===== src/slset_pkg.sv =====
// Shared types, codes and elaboration-time helpers for the sorted label set.
// No dependencies; every other file in src refers to this package by scoped name.
`timescale 1ns / 1ps

package slset_pkg;

  localparam int ACTION_W = 2;
  localparam int LABEL_W  = 32;
  localparam int COUNT_W  = 7;

  // The presence tree folds this many bits per registered level (as a shift).
  localparam int FAN_SH = 3;

  localparam logic [ACTION_W-1:0] ACT_INSERT = 2'd0;
  localparam logic [ACTION_W-1:0] ACT_REMOVE = 2'd1;
  localparam logic [ACTION_W-1:0] ACT_QUERY  = 2'd2;

  // Per-cycle command broadcast from the sequencer to every cell.
  typedef struct packed {
    logic cmp;  // capture the compare flags against the request label
    logic ins;  // shift right from the insert point and drop the label in
    logic rem;  // shift left over the removed entry
  } cell_op_t;

  // Number of bits left after k levels of folding n bits.
  function automatic int tree_width(input int n, input int k);
    int w;
    w = n;
    for (int i = 0; i < k; i++) begin
      w = (w + (1 << FAN_SH) - 1) >> FAN_SH;
    end
    return w;
  endfunction

  // Number of registered levels needed to fold n bits down to one.
  function automatic int tree_levels(input int n);
    int w;
    int l;
    w = n;
    l = 0;
    while (w > 1) begin
      w = (w + (1 << FAN_SH) - 1) >> FAN_SH;
      l = l + 1;
    end
    return l;
  endfunction

endpackage


===== src/slset_cell.sv =====
// One storage cell of the sorted label chain: holds a label and its compare flags.
// Depends on slset_pkg for the command struct and field widths.
`timescale 1ns / 1ps

module slset_cell #(
  parameter int IDX   = 0,
  parameter int CNT_W = 7
) (
  input  logic                         clk,
  input  slset_pkg::cell_op_t          op,
  input  logic [CNT_W-1:0]             count,
  input  logic [slset_pkg::LABEL_W-1:0] label,
  input  logic                         prev_take,
  input  logic [slset_pkg::LABEL_W-1:0] prev_data,
  input  logic [slset_pkg::LABEL_W-1:0] next_data,
  output logic [slset_pkg::LABEL_W-1:0] data,
  output logic                         take,
  output logic                         hit
);

  logic occ;
  logic gtr;
  logic ge;

  // The cell is at or past the insert point when it is empty or holds a larger label.
  assign take = !occ || gtr;
  // During a removal every occupied cell from the matching one upward pulls from the right.
  assign ge   = hit || (occ && gtr);

  always_ff @(posedge clk) begin
    if (op.cmp) begin
      occ <= (CNT_W'(IDX) < count);
      hit <= (CNT_W'(IDX) < count) && (data == label);
      gtr <= (data > label);
    end
    if (op.ins && take) begin
      data <= prev_take ? prev_data : label;
    end else if (op.rem && ge) begin
      data <= next_data;
    end
  end

endmodule


===== config.mk =====
export PLATFORM = sky130hd
export DESIGN_NAME = slset_cell
export DESIGN_NICKNAME = d
export VERILOG_FILES = /design/src/slset_pkg.sv /design/src/slset_cell.sv
export SDC_FILE = /design/constraint.sdc
export NUM_CORES = 1
export LEC_CHECK = 0
export BUFFER_PORTS_ARGS = -buffer_cell sky130_fd_sc_hd__buf_4
export CORE_AREA = 2 2 76 78
export DETAILED_ROUTE_END_ITERATION = 8
export DIE_AREA = 0 0 78 80
export PLACE_DENSITY = 0.91
export SLEW_MARGIN = 20
export SYNTH_ARGS = -nofsm -noshare
export SYNTH_HDL_FRONTEND = slang
export SYNTH_SLANG_ARGS = --single-unit

===== constraint.sdc =====
create_clock -name clk -period 4.3 [get_ports clk]
set_input_delay 0.86 -clock clk [delete_from_list [all_inputs] [get_ports clk]]
set_output_delay 0.86 -clock clk [all_outputs]
set_load 0.02 [all_outputs]

Yosys cells after proc, flatten, opt, wreduce, memory -nomap -nowiden --
Index checks and enable logic that the tools add are counted.
Word-level totals: bits in registers 35, output and inout port bits 34, input bits 108, logic and storage cells 18
Cells by class: order comparisons 2, reduce and logical (&&, ||, !) cells 8, equal/unequal tests 1, multiplexer cells 3
Operators with widths (number):
- 2-to-1 mux 32 bit | 3
- equality test 32 bit | 1
- > comparator 32 bit | 1
- less-than comparator 1 x 7 -> 1 bit (first input constant) | 1
- logical AND 1 bit | 4
- logical OR 1 bit | 2
- nonzero test 2 bit | 1
- zero test 1 bit | 1

Longest topological paths before layout --
Gate-level depths: netlist of the first run.
depth after elaboration 5, gate-level depth with buffers 7

Least setup slack after synthesis of the first run --
OpenSTA, ideal clock, no wires.
path kind input port to flip-flop, start point in label[19] (netlist bit), end point reg gtr (data pin), arrival time 2.159 ns, stages 7, required time 4.035 ns, setup time 0.265 ns, buffers on the path 0, path slack 1.877 ns, cell sequence inv_1 ha_1 a21oi_2 o21ai_1 a221o_1 a2111oi_2 a21oi_1
On the way: word-level cells in the longest chain between the ends 1
Ends and longest elaborated chain:
- start: declaration | RTL line slset_cell.sv:12 | input logic [slset_pkg::LABEL_W-1:0] label,
- > comparator 32 bit | RTL line slset_cell.sv:34 | gtr <= (data > label);
- end signal: assignment | RTL line slset_cell.sv:34
- end: declaration | RTL line slset_cell.sv:22 | logic gtr;
No other way between the ends. A chain may end at the register's enable or synchronous reset.

Worst setup path in the final report of the first run --
Same ends and word-level chain as after synthesis.

==> results.json, run 1 <==
{
  "max_clock_freq_ghz": 0.419,
  "cp-start-kind": "primary input",
  "placementRows": 27,
  "vias_per_cell": 5.11,
  "cts.repair.resized": 0,
  "finalSetupTns_ns": 0,
  "synth_area_sq_mm": 0.00255,
  "vias": 2416,
  "ir_worst_vdd_v": 0.000212,
  "synthArstFlopShare_pct": 0,
  "final_cell_mix": "142 x buf_4, 39 x nand2_1, 35 x edfxtp_1",
  "synth_edf_count": 35,
  "grt_pass1_vias": 2544,
  "critPathKind": "primary input to flop",
  "avgRoutedWirePerCell_um": 13.8,
  "syn_nets": 401,
  "mostFrequentLayoutCell": "buf_4",
  "drtIter0Drc": 82,
  "power.density_mw_per_mm2": 277,
  "synth-main-ff-cell": "edfxtp_1",
  "outcome": "finished, final reports clean",
  "dp_hpwl_mm": 5.37,
  "skew_ns": 0.00433,
  "endpoint_kind": "flop",
  "place_area_sq_mm": 0.00367,
  "drtPass1Iterations": 5,
  "cts_tree": "built",
  "antennaDiodeCount": 0,
  "area_delta_synth_final_pct": 46.9,
  "gp_congestion": 0.816,
  "die_area_sq_mm": 0.00624,
  "fill_cells": 442,
  "clock-sinks": 35,
  "hold_class": "primary input to flop",
  "routed_wl_mm": 6.55,
  "maxCapViolCount": 0,
  "final_core_util_pct": 69.4,
  "io_buffers": 141,
  "clk-insertion-delay-late_ns": 0.27,
  "yosys-top-cells-area": "edfxtp_1 41%, ha_1 16%, mux2i_1 13%",
  "yosysUniqueCellTypes": 30,
  "htreeDepth": 2,
  "finalHoldViolations": 0,
  "grt_max_degree": 65,
  "ys_ff_latch": 35,
  "drive_gt1_share_pct": 37.7,
  "nets": 540,
  "stdcell_area_sq_mm": 0.00375,
  "finalSetupViolations": 0,
  "period_share_pct": 55.5,
  "cts_buffer_depth": 2,
  "cp_max_fo": 3,
  "die_h_um": 80,
  "antenna_found_initial": 0,
  "worstPathRequired_ns": 4.32,
  "synth_top_area_share_pct": 41.2,
  "cts_made_buffers": 5,
  "rsz0062_at_grt": "no",
  "whs_ns": 0.807,
  "yosys_warnings": 0,
  "ctsHoldBuffers": 0,
  "yosysTopAreaCell": "edfxtp_1",
  "relSlewSlack_pct": 36.2,
  "avgSynthCellArea_sq_um": 9.77,
  "synthCells": 261,
  "io-pin-count": 142,
  "period_needed_ns": 2.39,
  "ant_nets": 0,
  "ys_seq_area_share_pct": 41.2,
  "clk_pin_slew_ns": 0.07,
  "track_usage_pct": 21.4,
  "maxSlewViolCount": 0,
  "core_area_sq_mm": 0.00541,
  "cts_setup_buffers": 0,
  "start_util_pct": 47.2,
  "cp.arrival_ns": 2.41,
  "root_buffer": "clkbuf_8",
  "p_leak_nw": 1.92,
  "grt-ovfl-total": 0,
  "route.detailed.drc": 0,
  "fp.dieW_um": 78,
  "worstMarginPinSlew_ns": 0.954,
  "grt_first_pass_wirelength_mm": 10.7
}
-- flip-flops by register name (all words and copies together) (netlist names) --
signal	flops
data	32
occ	1
hit	1
gtr	1
-- worst max-delay path, cell delays in order --
cell and delay [ns]:
buf_4 0.08, inv_1 0.04, ha_1 0.32, a21oi_2 0.14, o21ai_1 0.08, a221o_1 0.36
a2111oi_2 0.41, a21oi_1 0.11
-- cells in the mapped netlist, types with 2 or more instances --
cell type and n:
nor2_1 3, clkbuf_1 7, mux2i_1 32, edfxtp_1 35, buf_2 3, a21oi_1 12
a21o_1 3, nand2_1 40, nor4_1 2, nand3_1 5, ha_1 32, o21ai_0 33
nand4_1 5, inv_1 32, a221o_1 2
-- final cells by class --
class	count	area, sq um	area share (%)
clock buffers	6	72.6	1.94
clock inverters	2	7.51	0.200
inverters	32	120	3.20
multi-input cells	184	1340	35.8
flip-flops and latches	35	1050	28.0
well taps	72	90.1	2.40
repair buffers	142	1070	28.4
-- stage by stage --
step                worst slack, ns  power, W  cells
floorplan                      1.88  0.000650    261
global placement               1.64  0.000814    465
detailed placement             1.62  0.000827    465
CTS                            1.91   0.00105    473
global route                   1.78   0.00110    473
finish                         1.91   0.00104    473
-- cells by family after synthesis --
kind of cell             synth area share [%]
multiplexers                             12.6
adder cells (fa/ha/maj)                  15.7
buffers and inverters                    6.33
AO/OA/AOI/OAI                            13.1
AND/OR/NAND/NOR                          11.1
flip-flops                               41.2
-- per-layer routing --
metal / track usage (%) / vias up / wire [um]
met5: 0 / - / 0
li1: - / 1216 / -
met2: 43.9 / 84 / 3680
met4: 4.21 / 0 / 25
met1: 22.2 / 1112 / 2460
met3: 4.64 / 4 / 381
-- power by group --
part	internal, W	leakage (nW)	switching, W
registers	0.000430	0.350	0.0000228
clock network	0.000110	0.0403	0.000110
logic	0.000181	1.53	0.000184
total	0.000721	1.92	0.000317
-- path summary, 6_finish.rpt --
kind / slack, ns / startpoint / endpoint / cells past startpoint
worst max-delay path: 1.91 / label[19] / gtr$_DFFE_PP_ / 8
worst min-delay path: 0.81 / op[2] / gtr$_DFFE_PP_ / 1
worst max register to register: 2.21 / data[19]$_DFFE_PP_ / gtr$_DFFE_PP_ / 6
worst min register to register: 0.84 / data[31]$_DFFE_PP_ / gtr$_DFFE_PP_ / 3
No activity file was read; power rests on OpenSTA's default activity.
==> run 2, diff against run 1 <==
--- a/config.mk
+++ b/config.mk
@@ -6,10 +6,10 @@
 export NUM_CORES = 1
 export LEC_CHECK = 0
 export BUFFER_PORTS_ARGS = -buffer_cell sky130_fd_sc_hd__buf_4
-export CORE_AREA = 2 2 76 78
+export CORE_AREA = 2 2 82 84
 export DETAILED_ROUTE_END_ITERATION = 8
-export DIE_AREA = 0 0 78 80
-export PLACE_DENSITY = 0.91
+export DIE_AREA = 0 0 84 86
+export PLACE_DENSITY = 0.83
 export SLEW_MARGIN = 20
 export SYNTH_ARGS = -nofsm -noshare
 export SYNTH_HDL_FRONTEND = slang
==> constraint.sdc (replaced) <==
create_clock -name clk -period 2.1 [get_ports clk]
set_input_delay 0.42 -clock clk [delete_from_list [all_inputs] [get_ports clk]]
set_output_delay 0.42 -clock clk [all_outputs]
set_load 0.02 [all_outputs]
==> run 2 against run 1 <==
Sequential cell count stayed put; clock skew is 0.0011 ns higher; sequential power is 100% higher; cell count is 2.1% higher; hold slack worse by 0.44 ns; die area is 16% higher; count of clock-buffer cells in the layout stayed put; setup slack worse by 1.8 ns; global-route usage is 2.6 points lower; cell area is 2.0% higher; sequential share of layout area is 0.56 points lower; critical endpoint unchanged.
==> results.json, run 2 (same netlist as run 1, synthesis figures left out) <==
{
  "outcome": "finished, final reports clean",
  "top_register": "data",
  "final_cell_mix": "149 x buf_4, 39 x nand2_1, 35 x edfxtp_1",
  "r2r_slack_ns": 0.15,
  "route.detailed.drc": 0,
  "grt_max_degree": 43,
  "p_leak_nw": 1.96,
  "dp_hpwl_mm": 5.48,
  "vias_per_cell": 5.00,
  "drive_gt1_share_pct": 39.2,
  "finalSetupViolations": 0,
  "clk_pin_slew_ns": 0.07,
  "clk-insertion-delay-late_ns": 0.28,
  "root_buffer": "clkbuf_8",
  "area_delta_synth_final_pct": 49.9,
  "cts_tree": "built",
  "fin_ws_ns": 0.155,
  "ir_worst_vdd_v": 0.000375,
  "r2r-start": "data[21]$_DFFE_PP_",
  "critPathKind": "flop to flop",
  "power.density_mw_per_mm2": 561,
  "grt_first_pass_wirelength_mm": 10.9,
  "clock-sinks": 35,
  "die_h_um": 86,
  "max_clock_freq_ghz": 0.514,
  "start_util_pct": 40.6,
  "worstPathRequired_ns": 2.13,
  "antenna_found_initial": 0,
  "grt_pass1_vias": 2498,
  "htreeDepth": 2,
  "core_area_sq_mm": 0.00628,
  "largest_reg_flops": 32,
  "cts_buffer_depth": 2,
  "vias": 2415,
  "die_area_sq_mm": 0.00722,
  "whs_endpoint": "occ$_DFFE_PP_",
  "maxCapViolCount": 0,
  "final_core_util_pct": 60.9,
  "fill_cells": 533,
  "endpoint_kind": "flop",
  "fp.dieW_um": 84,
  "grt-ovfl-total": 0,
  "period_share_pct": 92.6,
  "nets": 547,
  "io_buffers": 141,
  "maxSlewViolCount": 0,
  "antennaDiodeCount": 0,
  "gp_congestion": 0.780,
  "placementRows": 29,
  "drtPass1Iterations": 4,
  "track_usage_pct": 18.9,
  "drtIter0Drc": 62,
  "mostFrequentLayoutCell": "buf_4",
  "post-place-ws_ns": -0.164,
  "skew_ns": 0.00539,
  "relSlewSlack_pct": 62.9,
  "avgRoutedWirePerCell_um": 13.9,
  "cp-start-kind": "flop",
  "cts_made_buffers": 5,
  "startpoint": "data[21]$_DFFE_PP_",
  "hold_class": "primary input to flop",
  "ant_nets": 0,
  "r2r_end": "gtr$_DFFE_PP_",
  "io-pin-count": 142,
  "reg2regPathDepth": 5,
  "min_from": "op[2]",
  "holdPathStages": 1,
  "rsz0062_at_grt": "no",
  "routed_wl_mm": 6.73,
  "cp.arrival_ns": 1.97,
  "finalHoldViolations": 0,
  "period_needed_ns": 1.95,
  "cp_max_fo": 2,
  "worstMarginPinSlew_ns": 0.557
}
## run 2: worst max path at each step
stage	to	slack, ns
floorplan	gtr$_DFFE_PP_	0.05
global placement	gtr$_DFFE_PP_	-0.14
detailed placement	gtr$_DFFE_PP_	-0.16
CTS	gtr$_DFFE_PP_	0.02
global route	gtr$_DFFE_PP_	0.007
finish	gtr$_DFFE_PP_	0.15
## run 2: metal layers
metal	wire [um]	share of wire [%]	GRT usage [%]
met1	2470	37	19.1
met2	3650	54	36.8
met3	489	7.3	5.68
met4	119	1.8	6.30
met5	0	0	0
## run 2: per-stage QoR
step	cell area [sq um]	hold WS [ns]	total power, W	setup TNS (ns)	std cells
floorplan	2550	0.532	0.00133	0	261
global placement	3710	0.651	0.00169	-0.136	475
detailed placement	3710	0.656	0.00171	-0.164	475
CTS	3800	0.356	0.00217	0	482
global route	3820	0.353	0.00229	0	483
finish	3820	0.366	0.00215	0	483
## run 2: cell type report
type	instances	area [sq um]	share of cell area, %
sequential	35	1050	27.5
inverter	32	120	3.14
timing repair buffer	149	1120	29.2
clock buffer	6	72.6	1.90
multi-input combinational	184	1370	35.7
tap	77	96.3	2.52
## run 2: report_power, final
part	switching, W	internal [W]	total [W]
clock	0.000225	0.000221	0.000446
combinational	0.000386	0.000391	0.000777
sequential	0.0000448	0.000879	0.000924
## run 2: what timing repair did
item | CTS | global route
hold buffers | 0 | 0
resized for setup | 1 | 1
setup buffers | 1 | 1
endpoints found under the setup margin | 1 | 1
pin swaps | 0 | 2
## run 2: worst max-delay path, stage by stage (launching register included)
cell	delay [ns]
edfxtp_1	0.40
ha_1	0.30
and4_1	0.21
a221o_1	0.38
a2111oi_4	0.31
a21oi_1	0.11
==> run 3, diff against run 2 <==
--- a/config.mk
+++ b/config.mk
@@ -10,6 +10,7 @@
 export DETAILED_ROUTE_END_ITERATION = 8
 export DIE_AREA = 0 0 84 86
 export PLACE_DENSITY = 0.83
+export RECOVER_POWER = 25
 export SLEW_MARGIN = 20
 export SYNTH_ARGS = -nofsm -noshare
 export SYNTH_HDL_FRONTEND = slang
==> run 3 against run 2 <==
Via count unchanged; cell count unchanged; first-iteration DRC count increased by 45%; critical path type unchanged; critical endpoint unchanged.
==> results.json, run 3 (same netlist as run 1, synthesis figures left out) <==
{
  "io_buffers": 141,
  "clk_pin_slew_ns": 0.07,
  "ant_nets": 0,
  "route.detailed.drc": 0,
  "relSlewSlack_pct": 63.1,
  "routed_wl_mm": 6.72,
  "cts_made_buffers": 5,
  "hold_class": "primary input to flop",
  "cp.arrival_ns": 1.97,
  "clock-sinks": 35,
  "endpoint_kind": "flop",
  "sequentialPowerShare_pct": 43.7,
  "finalSetupViolations": 0,
  "cts_buffer_depth": 2,
  "gp_congestion": 0.780,
  "finalHoldViolations": 0,
  "drive_gt1_share_pct": 33.7,
  "skew_ns": 0.00668,
  "critPathKind": "flop to flop",
  "switchingPower_w": 0.000658,
  "start_util_pct": 40.6,
  "vias_per_cell": 5.00,
  "final_cell_mix": "126 x buf_4, 39 x nand2_1, 35 x edfxtp_1",
  "placementRows": 29,
  "p_leak_nw": 1.88,
  "clk-insertion-delay-late_ns": 0.28,
  "rsz0062_at_grt": "no",
  "combPwrFrac_pct": 35.0,
  "grt-ovfl-total": 0,
  "dp_hpwl_mm": 5.48,
  "root_buffer": "clkbuf_8",
  "worstMarginPinSlew_ns": 0.554,
  "maxCapViolCount": 0,
  "finalSetupTns_ns": 0,
  "power.density_mw_per_mm2": 564,
  "clock_power_share_pct": 21.3,
  "htreeDepth": 2,
  "track_usage_pct": 18.9,
  "largest_reg_flops": 32,
  "cp-start-kind": "flop",
  "grt_max_degree": 43,
  "stdcell_area_sq_mm": 0.00374,
  "worstPathRequired_ns": 2.13,
  "outcome": "finished, final reports clean",
  "grt_pass1_vias": 2498,
  "holdPathStages": 3,
  "drtPass1Iterations": 4,
  "avgRoutedWirePerCell_um": 13.9,
  "final_core_util_pct": 59.6,
  "p_total_w": 0.00211,
  "io-pin-count": 142,
  "area_delta_synth_final_pct": 46.7,
  "place_area_sq_mm": 0.00371,
  "top_register": "data",
  "p_int_w": 0.00145,
  "drtIter0Drc": 90,
  "ir_worst_vdd_v": 0.000377,
  "period_share_pct": 92.5,
  "fill_cells": 549,
  "reg2regPathDepth": 5,
  "die_h_um": 86,
  "period_needed_ns": 1.94,
  "core_area_sq_mm": 0.00628,
  "fp.dieW_um": 84,
  "nets": 547,
  "max_clock_freq_ghz": 0.515,
  "die_area_sq_mm": 0.00722,
  "maxSlewViolCount": 0,
  "antennaDiodeCount": 0,
  "cp_max_fo": 2,
  "mostFrequentLayoutCell": "buf_4",
  "cts_tree": "built",
  "antenna_found_initial": 0,
  "swShare_pct": 31.2,
  "vias": 2415,
  "grt_first_pass_wirelength_mm": 10.9
}
==> run 3: cell count changes in the layout (fill, tap and decap cells not counted) <==
cell and change:
buf_4 -23, clkbuf_1 +22, clkbuf_4 +1
==> run 3: through the flow <==
stage | cells | hold WS, ns | worst slack, ns
after floorplan | 261 | 0.532 | 0.0493
after global placement | 475 | 0.651 | -0.136
after detailed placement | 475 | 0.656 | -0.164
after CTS | 482 | 0.356 | 0.0193
after global routing | 483 | 0.404 | 0.00714
final | 483 | 0.409 | 0.157
==> run 3: area by class of cell <==
type / count / area, sq um / share of cell area (%)
inverter: 32 / 120 / 3.21
clock buffer: 6 / 72.6 / 1.94
tap: 77 / 96.3 / 2.57
multi-input combinational: 184 / 1370 / 36.5
sequential: 35 / 1050 / 28.1
timing repair buffer: 149 / 1040 / 27.7
==> run 3: timing repair <==
action,CTS,global route
resized for setup,1,1
buffers inserted,1,1
hold buffers,0,0
pin swaps,0,2
endpoints found under the setup margin,1,1
==> run 3: path summary, 6_finish.rpt <==
kind	startpoint	end	slack [ns]
worst max-delay path	data[21]$_DFFE_PP_	gtr$_DFFE_PP_	0.16
worst min-delay path	next_data[11]	data[11]$_DFFE_PP_	0.41
worst max register to register	data[21]$_DFFE_PP_	gtr$_DFFE_PP_	0.16
worst min register to register	data[31]$_DFFE_PP_	gtr$_DFFE_PP_	0.85
==> run 3: power by group through the flow <==
stage	clock network, W	logic (W)	registers (W)
global placement	0	0.000749	0.000936
CTS	0.000464	0.000783	0.000924
global route	0.000491	0.000821	0.000934
floorplan	0	0.000301	0.00103
finish	0.000449	0.000739	0.000923
detailed placement	0	0.000769	0.000939
==> run 3: routing by layer <==
| layer | track usage [%] | up-vias | wire, um |
|---|---|---|---|
| met1 | 19.1 | 1079 | 2480 |
| met3 | 5.68 | 12 | 468 |
| met4 | 6.30 | 0 | 119 |
| met5 | 0 | - | 0 |
| li1 | - | 1229 | - |
| met2 | 36.8 | 95 | 3660 |
==> run 3: worst max-delay path, cell delays in order (launching register included) <==
cell,delay (ns)
edfxtp_1,0.40
ha_1,0.30
and4_1,0.21
a221o_1,0.38
a2111oi_4,0.31
a21oi_1,0.11
