<file path="src/slset_pkg.sv">
// Shared types, codes and elaboration-time helpers for the sorted label set.
// No dependencies; every other file in src refers to this package by scoped name.
`timescale 1ns / 1ps

package slset_pkg;

  localparam int ACTION_W = 2;
  localparam int LABEL_W  = 32;
  localparam int COUNT_W  = 7;

  // The presence tree folds this many bits per registered level (as a shift).
  localparam int FAN_SH = 3;

  localparam logic [ACTION_W-1:0] ACT_INSERT = 2'd0;
  localparam logic [ACTION_W-1:0] ACT_REMOVE = 2'd1;
  localparam logic [ACTION_W-1:0] ACT_QUERY  = 2'd2;

  // Per-cycle command broadcast from the sequencer to every cell.
  typedef struct packed {
    logic cmp;  // capture the compare flags against the request label
    logic ins;  // shift right from the insert point and drop the label in
    logic rem;  // shift left over the removed entry
  } cell_op_t;

  // Number of bits left after k levels of folding n bits.
  function automatic int tree_width(input int n, input int k);
    int w;
    w = n;
    for (int i = 0; i < k; i++) begin
      w = (w + (1 << FAN_SH) - 1) >> FAN_SH;
    end
    return w;
  endfunction

  // Number of registered levels needed to fold n bits down to one.
  function automatic int tree_levels(input int n);
    int w;
    int l;
    w = n;
    l = 0;
    while (w > 1) begin
      w = (w + (1 << FAN_SH) - 1) >> FAN_SH;
      l = l + 1;
    end
    return l;
  endfunction

endpackage

</file>
<file path="src/slset_or_tree.sv">
// Registered OR reduction that folds the per-cell hit flags into one presence bit.
// Depends on slset_pkg for the level and width helpers.
`timescale 1ns / 1ps

module slset_or_tree #(
  parameter int N = 64
) (
  input  logic         clk,
  input  logic [N-1:0] bits_in,
  output logic         any
);

  localparam int LEVELS = slset_pkg::tree_levels(N);
  localparam int FAN    = 1 << slset_pkg::FAN_SH;

  logic [N-1:0] lvl [1:LEVELS];

  for (genvar k = 0; k < LEVELS; k++) begin : g_level
    localparam int IW = slset_pkg::tree_width(N, k);
    localparam int OW = slset_pkg::tree_width(N, k + 1);
    logic [N-1:0] src;
    if (k == 0) begin : g_first
      assign src = bits_in;
    end else begin : g_inner
      assign src = lvl[k];
    end
    for (genvar j = 0; j < N; j++) begin : g_bit
      if (j < OW) begin : g_used
        localparam int LO = j * FAN;
        localparam int HI = (LO + FAN - 1 < IW) ? LO + FAN - 1 : IW - 1;
        always_ff @(posedge clk) begin
          lvl[k+1][j] <= |src[HI:LO];
        end
      end else begin : g_pad
        always_ff @(posedge clk) begin
          lvl[k+1][j] <= 1'b0;
        end
      end
    end
  end

  assign any = lvl[LEVELS][0];

endmodule

</file>
<file path="config.mk">
export PLATFORM = sky130hd
export DESIGN_NAME = slset_or_tree
export DESIGN_NICKNAME = d
export VERILOG_FILES = /design/src/slset_pkg.sv /design/src/slset_or_tree.sv
export SDC_FILE = /design/constraint.sdc
export NUM_CORES = 1
export LEC_CHECK = 0
export BUFFER_PORTS_ARGS = -buffer_cell sky130_fd_sc_hd__buf_2
export CAP_MARGIN = 20
export CORE_MARGIN = 1.5
export CORE_UTILIZATION = 24
export CTS_BUF_LIST = sky130_fd_sc_hd__clkbuf_4 sky130_fd_sc_hd__clkbuf_8
export CTS_CLUSTER_DIAMETER = 150
export DETAILED_ROUTE_END_ITERATION = 6
export PLACE_DENSITY = 0.77
export SYNTH_ARGS = -nofsm -noshare
export SYNTH_HDL_FRONTEND = slang
export SYNTH_SLANG_ARGS = --single-unit
</file>
<file path="constraint.sdc">
create_clock -name clk -period 1.2 [get_ports clk]
set_clock_uncertainty 0.1 [all_clocks]
set_input_delay 0.36 -clock clk [delete_from_list [all_inputs] [get_ports clk]]
set_output_delay 0.36 -clock clk [all_outputs]
set_load 0.05 [all_outputs]
</file>
---- Yosys cells after proc, flatten, opt, wreduce, memory -nomap -nowiden ----
Memory sizes are Yosys's and may differ from the RTL's.
Index checks and enable logic that the tools add are counted.
operators by class
  reductions and logical operators ........ 9
operators by type and width
  cell             number
  $reduce_or 8->1  9
storage, ports and cells
  memories kept ........................... 1
  word-level logic and storage cells ...... 10
  output and inout port bits .............. 1
  register bits ........................... 0
  bits in writable memories ............... 16
  bits of input ports ..................... 65
memory list
  memory  depth  bits a word  read ports  clocked after Yosys merged registers in  write ports  RTL line             source
  lvl     2      8            2           0                                        2            slset_or_tree.sv:16  logic [N-1:0] lvl [1:LEVELS];

---- Longest topological paths before layout ----
Gate-level depths: netlist of the first run.
An unclocked memory read counts as a cell.
  word-level depth ........................ 2
  gate-level depth with buffers ........... 2
  mapped depth without buffers ............ 2

---- Worst setup path after synthesis of the first run ----
OpenSTA, ideal clock, no wires.
  path kind ............................... flip-flop to output port
  start ................................... mem lvl[2][0] (netlist name)
  end ..................................... out any
  setup slack ............................. 0.153 ns
  path buffers ............................ 0
  stages on the path, launching flop included .. 1
  arrival time ............................ 0.587 ns
  cell sequence ........................... dfxtp_1
RTL lines
  element          RTL line             source
  start, declared  slset_or_tree.sv:16
  end, declared    slset_or_tree.sv:10  output logic any

==> flow_summary.yaml, run 1 <==
power:
  p_comb_share_pct: 16.4
  p_seq_share_pct: 45.1
  vdd_drop_max_mv: 0.624
  p_per_area_mw_per_mm2: 934
  p_leak_nw: 0.359
  clkPwrFrac_pct: 38.5
  swShare_pct: 20.5
  p_int_w: 0.000529
  p_switching_w: 0.000136
  fin_total_pwr_w: 0.000665
critical_path:
  critPathBufInv: 1
  crit_type: "flip-flop to output port"
  critPathTopFamily: "flip-flops"
  arrival_ns: 0.73
  cp-end-kind: "output port"
  r2r_start: "lvl[1][1]"
  worst-path-max-fanout: 1
  cp-start-kind: "flip-flop"
  cpMaxStageDelayCell: "dfxtp_2"
  crit_path_start: "lvl[2][0]"
  crit_required_ns: 0.74
  max_stage_delay_ns: 0.33
  path_cells: "buf_8"
final_layout:
  largest_register: "lvl"
  largest_reg_flops: 9
  final_nets: 171
  num-fill-cells: 127
  area_delta_synth_final_pct: 118
  multiInputGateArea_sq_um: 146
  antenna_cells: 0
  reg.largest.list: "lvl (9)"
  layout-drive-gt1-share_pct: 66.7
  seqCellArea_sq_um: 181
cts:
  cts_root_buf: "clkbuf_4"
  htreeDepth: 1
  cts_tree: "built"
  clock-sinks: 9
  cts_inserted_buffers: 3
  cts_hold_buf: 0
  clkTransAtPathRegs_ns: 0.06
  clockBufferDepth: 2
  clock_latency_ns: 0.26
synth:
  synth-seq-area-share_pct: 55.2
  yosys-top-cells-area: "dfxtp_1 55%, nor4_1 34%, nand2_1 10%"
  yosys.area.top_type: "dfxtp_1"
  synth_area_sq_um: 327
  avgSynthCellArea_sq_um: 9.07
  syn_nets: 101
  yosys.area.top_type_share_pct: 55.2
  ys_seq_elements: 9
  syn_inst: 36
  synth_warnings: 0
  synthDistinctLibCells: 3
global_route:
  grt_use_total_pct: 13.9
  grt_pass1_wl_microns: 1370
  antenna_found_initial: 0
  grt.overflow.total: 0
  grt_pass1_vias: 402
  grt_max_degree: 6
sta:
  fin_crit_sh_pct: 98.8
  setup_viol: 0
  rsz0062_at_grt: "true"
  final_hold_viol_count: 0
  min_period_ns: 1.19
  slew_headroom_pct: 82.0
  worst_slew_pin_slew_ns: 0.267
  slew_viol_final: 0
  fin_tns_setup_ns: 0
  fmax_mhz: 843
placed_design:
  gp_congestion: 0.744
  port_buffers: 65
worst_hold_path:
  hold_path.class: "input port to flip-flop"
  min-delay-start: "bits_in[22]"
job:
  max-cap-violations: 0
die:
  initial_utilization_pct: 25.4
  die_x_microns: 39.9
  row_count: 13
  die_y_microns: 39.9
  pin_count: 66
  core_area_sq_mm: 0.00128
  die-area_sq_mm: 0.00159
detailed_routing:
  wirelength_microns: 995
  first_pass_iters: 2
  first_iter_violations: 1
  via_count: 545
  via_per_inst: 4.54
  drc: 0
  antenna_left: 0
  wl_per_cell_microns: 8.29
outcome:
  status: "finished, final reports clean"
cell type report:
cell class,instances,area share [%]
well taps,15,2.64
multi-input cells,27,20.6
clock buffers,4,4.22
flip-flops and latches,9,25.5
repair buffers,65,47.1
what timing repair did:
item                       4_1_cts  5_1_grt
gates resized for setup          3        1
setup buffers                    0        0
pin swaps                        0        0
cloned                           0        0
setup endpoints to repair        1        1
cell usage in the layout (no fill, tap or decap), drive strengths merged:
cell type	synthesis	final
buf	0	65
clkbuf	0	4
dfxtp	9	9
nand2	9	9
nor4	18	18
cells in the mapped netlist, drive strengths merged:
cell type	count
nor4	18
dfxtp	9
nand2	9
layer usage:
metal	wire (microns)	vias up	track usage (%)
met4	14	0	7.76
met1	273	229	10.2
li1	-	281	-
met3	126	2	8.52
met2	580	33	26.2
met5	0	-	0
cells by family (layout without fill, tap and decap cells):
kind of cell / Yosys count / in the layout / share of synthesized area, %
simple gates: 27 / 27 / 44.8
flops: 9 / 9 / 55.2
buf+inv: 0 / 69 / 0
path summary, 6_finish.rpt:
| kind | to | slack (ns) | cells past startpoint |
|---|---|---|---|
| worst max-delay path | any | 0.01 | 1 |
| worst min register to register | lvl[2][0] | 0.31 | 2 |
| worst max register to register | lvl[2][0] | 0.30 | 2 |
| worst min-delay path | lvl[1][2] | 0.17 | 3 |
power groups by stage:
stage	registers, W	logic [W]	clock network (W)
6_report	0.000300	0.000109	0.000256
4_1_cts	0.000300	0.000110	0.000269
2_1_floorplan	0.000306	0.0000100	0
3_3_place_gp	0.000307	0.000107	0
3_5_place_dp	0.000307	0.000110	0
5_1_grt	0.000300	0.000122	0.000289
stage by stage:
stage               std cells  area (sq um)  utilization, %  hold slack, ns  setup WS, ns
floorplan                  36           327               -           0.288         0.153
global placement          116           671            52.2           0.298         0.161
detailed placement        116           671            52.2           0.305         0.134
CTS                       120           708            55.1           0.161      -0.00257
global route              120           712            55.4           0.162       -0.0168
finish                    120           712            55.4           0.171        0.0138
No activity file was read; power rests on OpenSTA's default activity.
==> inputs of run 2 (changes only) <==
--- a/config.mk
+++ b/config.mk
@@ -6,5 +6,5 @@
 export NUM_CORES = 1
 export LEC_CHECK = 0
-export BUFFER_PORTS_ARGS = -buffer_cell sky130_fd_sc_hd__buf_2
+export BUFFER_PORTS_ARGS = -buffer_cell sky130_fd_sc_hd__clkbuf_2
 export CAP_MARGIN = 20
 export CORE_MARGIN = 1.5
==> constraint.sdc (replaced) <==
create_clock -name clk -period 1.2 [get_ports clk]
set_clock_uncertainty 0.1 [all_clocks]
set_input_delay 0.12 -clock clk [delete_from_list [all_inputs] [get_ports clk]]
set_output_delay 0.12 -clock clk [all_outputs]
set_load 0.05 [all_outputs]
==> flow_summary.yaml, run 2 <==
synth:
  avgSynthCellArea_sq_um: 9.07
  yosys.area.top_type_share_pct: 55.2
  yosys.area.top_type: "dfxtp_1"
  synth_edf_count: 0
  synth-seq-area-share_pct: 55.2
  synth_commonest_cells: "18 x nor4_1, 9 x dfxtp_1, 9 x nand2_1"
  yosys-top-cells-area: "dfxtp_1 55%, nor4_1 34%, nand2_1 10%"
  dominantRegCellSynth: "dfxtp_1"
  syn_nets: 101
  ys_seq_elements: 9
  synth_warnings: 0
  synthDistinctLibCells: 3
  async_flop_share_pct: 0
  synth_area_sq_um: 327
  syn_inst: 36
  yosysMostFrequentCell: "nor4_1"
outcome:
  stop_stage: "clock tree synthesis (4_1_cts)"
  firstError: "[ERROR DPL-0038] Utilization greater than 100%, impossible to legalize"
  status: "aborted with a tool error"
cts:
  clock-sinks: 9
  cts_root_buf: "clkbuf_4"
  htreeDepth: 1
  clockBufferDepth: 2
  postCtsResizedCells: 0
  cts_inserted_buffers: 3
  cts_hold_buf: 64
  post-cts-setup-buffer-count: 0
placed_design:
  dp_hpwl_microns: 906
  pre_cts_ws_ns: 0.354
  place_inst: 116
  port_buffers: 65
  gp_congestion: 0.705
  place_area_sq_um: 671
die:
  pin_count: 66
  initial_utilization_pct: 25.4
  row_count: 13
  die_y_microns: 39.9
  die_x_microns: 39.9
-- run 2: cell counts after synthesis --
Identical to the previous run, type by type.
-- run 2: kinds of logic after synthesis --
kind of cell / count (synthesis) / share of synthesized area (%)
flops: 9 / 55.2
simple gates: 27 / 44.8
-- run 2: stage by stage --
stage | utilization [%] | hold WS (ns)
2_1_floorplan | - | 0.111
3_3_place_gp | 52.2 | 0.203
3_5_place_dp | 52.2 | 0.205
==> inputs of run 3 (changes only) <==
CORE_AREA = 2 2 63 65   (was default)
CORE_MARGIN = default   (was 1.5)
CORE_UTILIZATION = default   (was 24)
CTS_BUF_LIST = default   (was sky130_fd_sc_hd__clkbuf_4 sky130_fd_sc_hd__clkbuf_8)
CTS_CLUSTER_DIAMETER = default   (was 150)
DIE_AREA = 0 0 65 67   (was default)
PLACE_DENSITY = default   (was 0.77)
PLACE_DENSITY_LB_ADDON = 0.15   (was default)
==> flow_summary.yaml, run 3 (synthesis results as in run 1) <==
final_layout:
  num-fill-cells: 345
  layout_common_cells: "65 x clkbuf_2, 54 x dlygate4sd3_1, 13 x nor4_1, 9 x nand2_1, 9 x dfxtp_1"
  stdcell_count: 207
  reg.largest.list: "lvl (9)"
  layout_commonest_cell: "clkbuf_2"
  layout-drive-gt1-share_pct: 45.9
  largest_register: "lvl"
  final_nets: 225
  largest_reg_flops: 9
  area_delta_synth_final_pct: 307
  antenna_cells: 0
die:
  initial_utilization_pct: 9.06
  pin_count: 66
  core_area_sq_mm: 0.00361
  die_y_microns: 67
  die-area_sq_mm: 0.00436
  row_count: 22
  die_x_microns: 65
sta:
  fin_tns_setup_ns: 0
  rsz0062_at_grt: "false"
  slew_viol_final: 0
  worst_slew_pin_slew_ns: 0.273
  setup_ws_ns: 0.0658
  fin_crit_sh_pct: 94.5
  hold_ws_ns: -0.00458
  fmax_mhz: 882
  setup_viol: 0
  slew_headroom_pct: 81.6
  final_hold_viol_count: 2
  min_period_ns: 1.13
global_route:
  grt_max_degree: 6
  grt.overflow.total: 0
  antenna_found_initial: 0
  grt_use_total_pct: 10.2
  grt_pass1_vias: 891
  grt_pass1_wl_microns: 3350
power:
  swShare_pct: 20.0
  p_switching_w: 0.000181
  clkPwrFrac_pct: 37.5
  p_seq_share_pct: 33.2
  fin_total_pwr_w: 0.000909
  vdd_drop_max_mv: 0.698
  p_per_area_mw_per_mm2: 684
  p_leak_nw: 0.602
  p_comb_share_pct: 29.3
  p_int_w: 0.000727
critical_path:
  cp-end-kind: "flip-flop"
  crit_required_ns: 1.21
  worst-path-max-fanout: 1
  crit_type: "input port to flip-flop"
  cp-start-kind: "input port"
  arrival_ns: 1.14
placed_design:
  port_buffers: 65
  place_inst: 149
  pre_cts_ws_ns: 0.310
  dp_hpwl_microns: 1110
  gp_congestion: 0.655
cts:
  cts_root_buf: "clkbuf_8"
  clockBufferDepth: 2
  clock-sinks: 9
  cts_tree: "built"
  cts_inserted_buffers: 3
  htreeDepth: 1
  clkTransAtPathRegs_ns: 0.04
  post-cts-setup-buffer-count: 0
  clock_latency_ns: 0.23
detailed_routing:
  via_count: 779
  first_pass_iters: 4
  wl_met2_microns: 1340
  wl_per_cell_microns: 10.9
  drc: 0
  wirelength_microns: 2260
  dr_wl_met3_microns: 215
  first_iter_violations: 13
  routedLengthMet1_microns: 679
  antenna_left: 0
  top_layer: "met4"
  via_per_inst: 3.76
worst_hold_path:
  hold_path.class: "input port to flip-flop"
outcome:
  status: "complete, but fails checks"
  violations: "negative hold slack"
job:
  max-cap-violations: 0
## run 3: final timing paths
path,startpoint,endpoint,slack [ns],depth (start not counted)
setup / recovery,bits_in[37],lvl[1][4],0.07,4
hold / removal,bits_in[43],lvl[1][5],-0.005,3
setup reg to reg,lvl[1][5],lvl[2][0],0.30,2
hold reg to reg,lvl[1][2],lvl[2][0],0.32,2
## run 3: what timing repair did
action | 4_1_cts | 5_1_grt
endpoints found under the hold margin | 8 | 0
gates resized for setup | 0 | 5
hold buffers | 54 | 0
setup endpoints to repair | 0 | 4
## run 3: metrics by stage
step | area, sq um | util, %
detailed placement | 712 | 19.7
CTS | 1300 | 36.0
global placement | 712 | 19.7
finish | 1330 | 36.8
global route | 1330 | 36.8
floorplan | 327 | -
## run 3: area by class of cell
class | count | area, sq um | area share (%)
clock buffer | 4 | 45.0 | 3.39
timing repair buffer | 119 | 866 | 65.2
sequential | 9 | 180 | 13.6
tap | 48 | 60.1 | 4.52
multi-input combinational | 27 | 178 | 13.4
## run 3: per-layer routing
layer | vias to the layer above | track usage (%)
met4 | 0 | 2.93
met5 | - | 0
li1 | 389 | -
met3 | 4 | 5.07
met1 | 339 | 7.56
met2 | 47 | 22.0
## run 3: worst max-delay path, cell delays in order
cell and delay (ns):
dlygate4sd3_1 0.54, clkbuf_2 0.11, nor4_2 0.29, nand2_1 0.09
## run 3: power by group through the flow
stage / clock network [W] / logic, W / registers [W]
global route: 0.000372 / 0.000286 / 0.000301
detailed placement: 0 / 0.000111 / 0.000307
finish: 0.000341 / 0.000266 / 0.000301
global placement: 0 / 0.000108 / 0.000307
CTS: 0.000353 / 0.000247 / 0.000301
floorplan: 0 / 0.0000100 / 0.000306
==> inputs of run 4 (changes only) <==
ABC_AREA = 1   (was default)
CAP_MARGIN = 10   (was 20)
==> flow_summary.yaml, run 4 <==
cts:
  clock-sinks: 9
  post-cts-setup-buffer-count: 0
  cts_root_buf: "clkbuf_8"
  clock_latency_ns: 0.23
  clockBufferDepth: 2
  cts_inserted_buffers: 3
  postCtsResizedCells: 0
  htreeDepth: 1
  clkTransAtPathRegs_ns: 0.04
  cts_tree: "built"
  cts_hold_buf: 0
critical_path:
  critPathBufInv: 1
  cp-end-kind: "output port"
  crit_required_ns: 0.98
  cpMaxStageDelayCell: "dfxtp_1"
  arrival_ns: 0.79
  max_stage_delay_ns: 0.30
  cp-start-kind: "flip-flop"
  r2r_slack_ns: 0.46
  crit_type: "flip-flop to output port"
  path_cells: "clkbuf_2"
  worst-path-max-fanout: 1
  critPathTopFamily: "flip-flops"
sta:
  fmax_mhz: 988
  rsz0062_at_grt: "false"
  worst_slew_pin_slew_ns: 0.276
  setup_viol: 0
  min_period_ns: 1.01
  fin_crit_sh_pct: 84.4
  final_hold_viol_count: 0
  slew_viol_final: 0
  fin_tns_setup_ns: 0
  slew_headroom_pct: 81.7
  setup_ws_ns: 0.187
global_route:
  grt.overflow.total: 0
  grt_pass1_vias: 699
  grt_pass1_wl_microns: 2370
  grt_use_total_pct: 6.98
  antenna_found_initial: 0
  grt_max_degree: 6
final_layout:
  largest_reg_flops: 9
  largest_register: "lvl"
  layout_commonest_cell: "inv_1"
  layout_common_cells: "72 x inv_1, 65 x clkbuf_2, 45 x nand2_1, 18 x nor2_1, 9 x dfxtp_1"
  final_nets: 279
  num-fill-cells: 413
  stdcell_count: 261
  reg.largest.list: "lvl (9)"
  antenna_cells: 0
  layout-drive-gt1-share_pct: 31.9
  area_delta_synth_final_pct: 62.7
synth:
  yosys.area.top_type_share_pct: 39.3
  yosys-top-cells-area: "inv_1 39%, dfxtp_1 26%, nand2_1 25%"
  avgSynthCellArea_sq_um: 4.77
  synth_warnings: 0
  yosysMostFrequentCell: "inv_1"
  synth-seq-area-share_pct: 26.2
  async_flop_share_pct: 0
  syn_nets: 209
  syn_inst: 144
  ys_seq_elements: 9
  synthDistinctLibCells: 4
  dominantRegCellSynth: "dfxtp_1"
  synth_area_sq_um: 687
  synth_commonest_cells: "72 x inv_1, 45 x nand2_1, 18 x nor2_1, 9 x dfxtp_1"
  yosys.area.top_type: "inv_1"
  synth_edf_count: 0
detailed_routing:
  drc: 0
  via_per_inst: 3.15
  antenna_left: 0
  first_pass_iters: 4
  wirelength_microns: 1360
  first_iter_violations: 6
  wl_per_cell_microns: 5.21
  via_count: 822
power:
  p_leak_nw: 0.883
  swShare_pct: 21.9
  p_comb_share_pct: 20.7
  clkPwrFrac_pct: 42.3
  p_switching_w: 0.000178
  vdd_drop_max_mv: 0.231
  p_int_w: 0.000634
  fin_total_pwr_w: 0.000813
  p_per_area_mw_per_mm2: 727
  p_seq_share_pct: 37.1
placed_design:
  place_inst: 257
  dp_hpwl_microns: 1270
  pre_cts_ws_ns: 0.424
  port_buffers: 65
  gp_congestion: 0.609
die:
  die_x_microns: 65
  die-area_sq_mm: 0.00436
  core_area_sq_mm: 0.00361
  initial_utilization_pct: 19.0
  row_count: 22
  pin_count: 66
  die_y_microns: 67
job:
  max-cap-violations: 0
worst_hold_path:
  hold_path.class: "input port to flip-flop"
outcome:
  status: "finished, final reports clean"
==> run 4: per-stage QoR <==
stage	instance area (sq um)	utilization, %	hold slack (ns)
5_1_grt	1120	31.0	0.0670
6_report	1120	31.0	0.0434
2_1_floorplan	687	-	0.176
3_5_place_dp	1070	29.7	0.281
3_3_place_gp	1070	29.7	0.279
4_1_cts	1120	31.0	0.0430
==> run 4: power groups by stage <==
stage / Sequential [W] / Clock [W] / Combinational (W)
after floorplan: 0.000306 / 0 / 0.0000670
after global placement: 0.000306 / 0 / 0.000170
after detailed placement: 0.000306 / 0 / 0.000171
after CTS: 0.000301 / 0.000363 / 0.000171
after global routing: 0.000301 / 0.000378 / 0.000203
final: 0.000301 / 0.000344 / 0.000168
==> run 4: final timing paths <==
kind | from | endpoint | cells past startpoint
setup reg to reg | lvl[1][4] | lvl[2][0] | 4
hold reg to reg | lvl[1][5] | lvl[2][0] | 4
setup / recovery | lvl[2][0] | any | 1
hold / removal | bits_in[63] | lvl[1][7] | 5
==> run 4: cells by family after synthesis <==
kind of cell           after synthesis  share of synthesized area (%)
AND/OR/NAND/NOR                     63                           34.4
flip-flops                           9                           26.2
buffers and inverters               72                           39.3
==> run 4: cell type report <==
| class | instances | area, sq um | share of cell area (%) |
|---|---|---|---|
| inverter | 72 | 270 | 24.2 |
| sequential | 9 | 180 | 16.1 |
| multi-input combinational | 63 | 236 | 21.2 |
| clock buffer | 4 | 45.0 | 4.03 |
| timing repair buffer | 65 | 325 | 29.1 |
| tap | 48 | 60.1 | 5.38 |
==> run 4: routing by layer <==
layer	vias to the layer above	share of wire, %	track usage (%)	routed length, microns
met5	-	0	0	0
met4	0	2.0	6.38	27
met3	2	12	1.01	160
met2	40	39	10.8	536
met1	282	47	8.26	635
li1	498	-	-	-
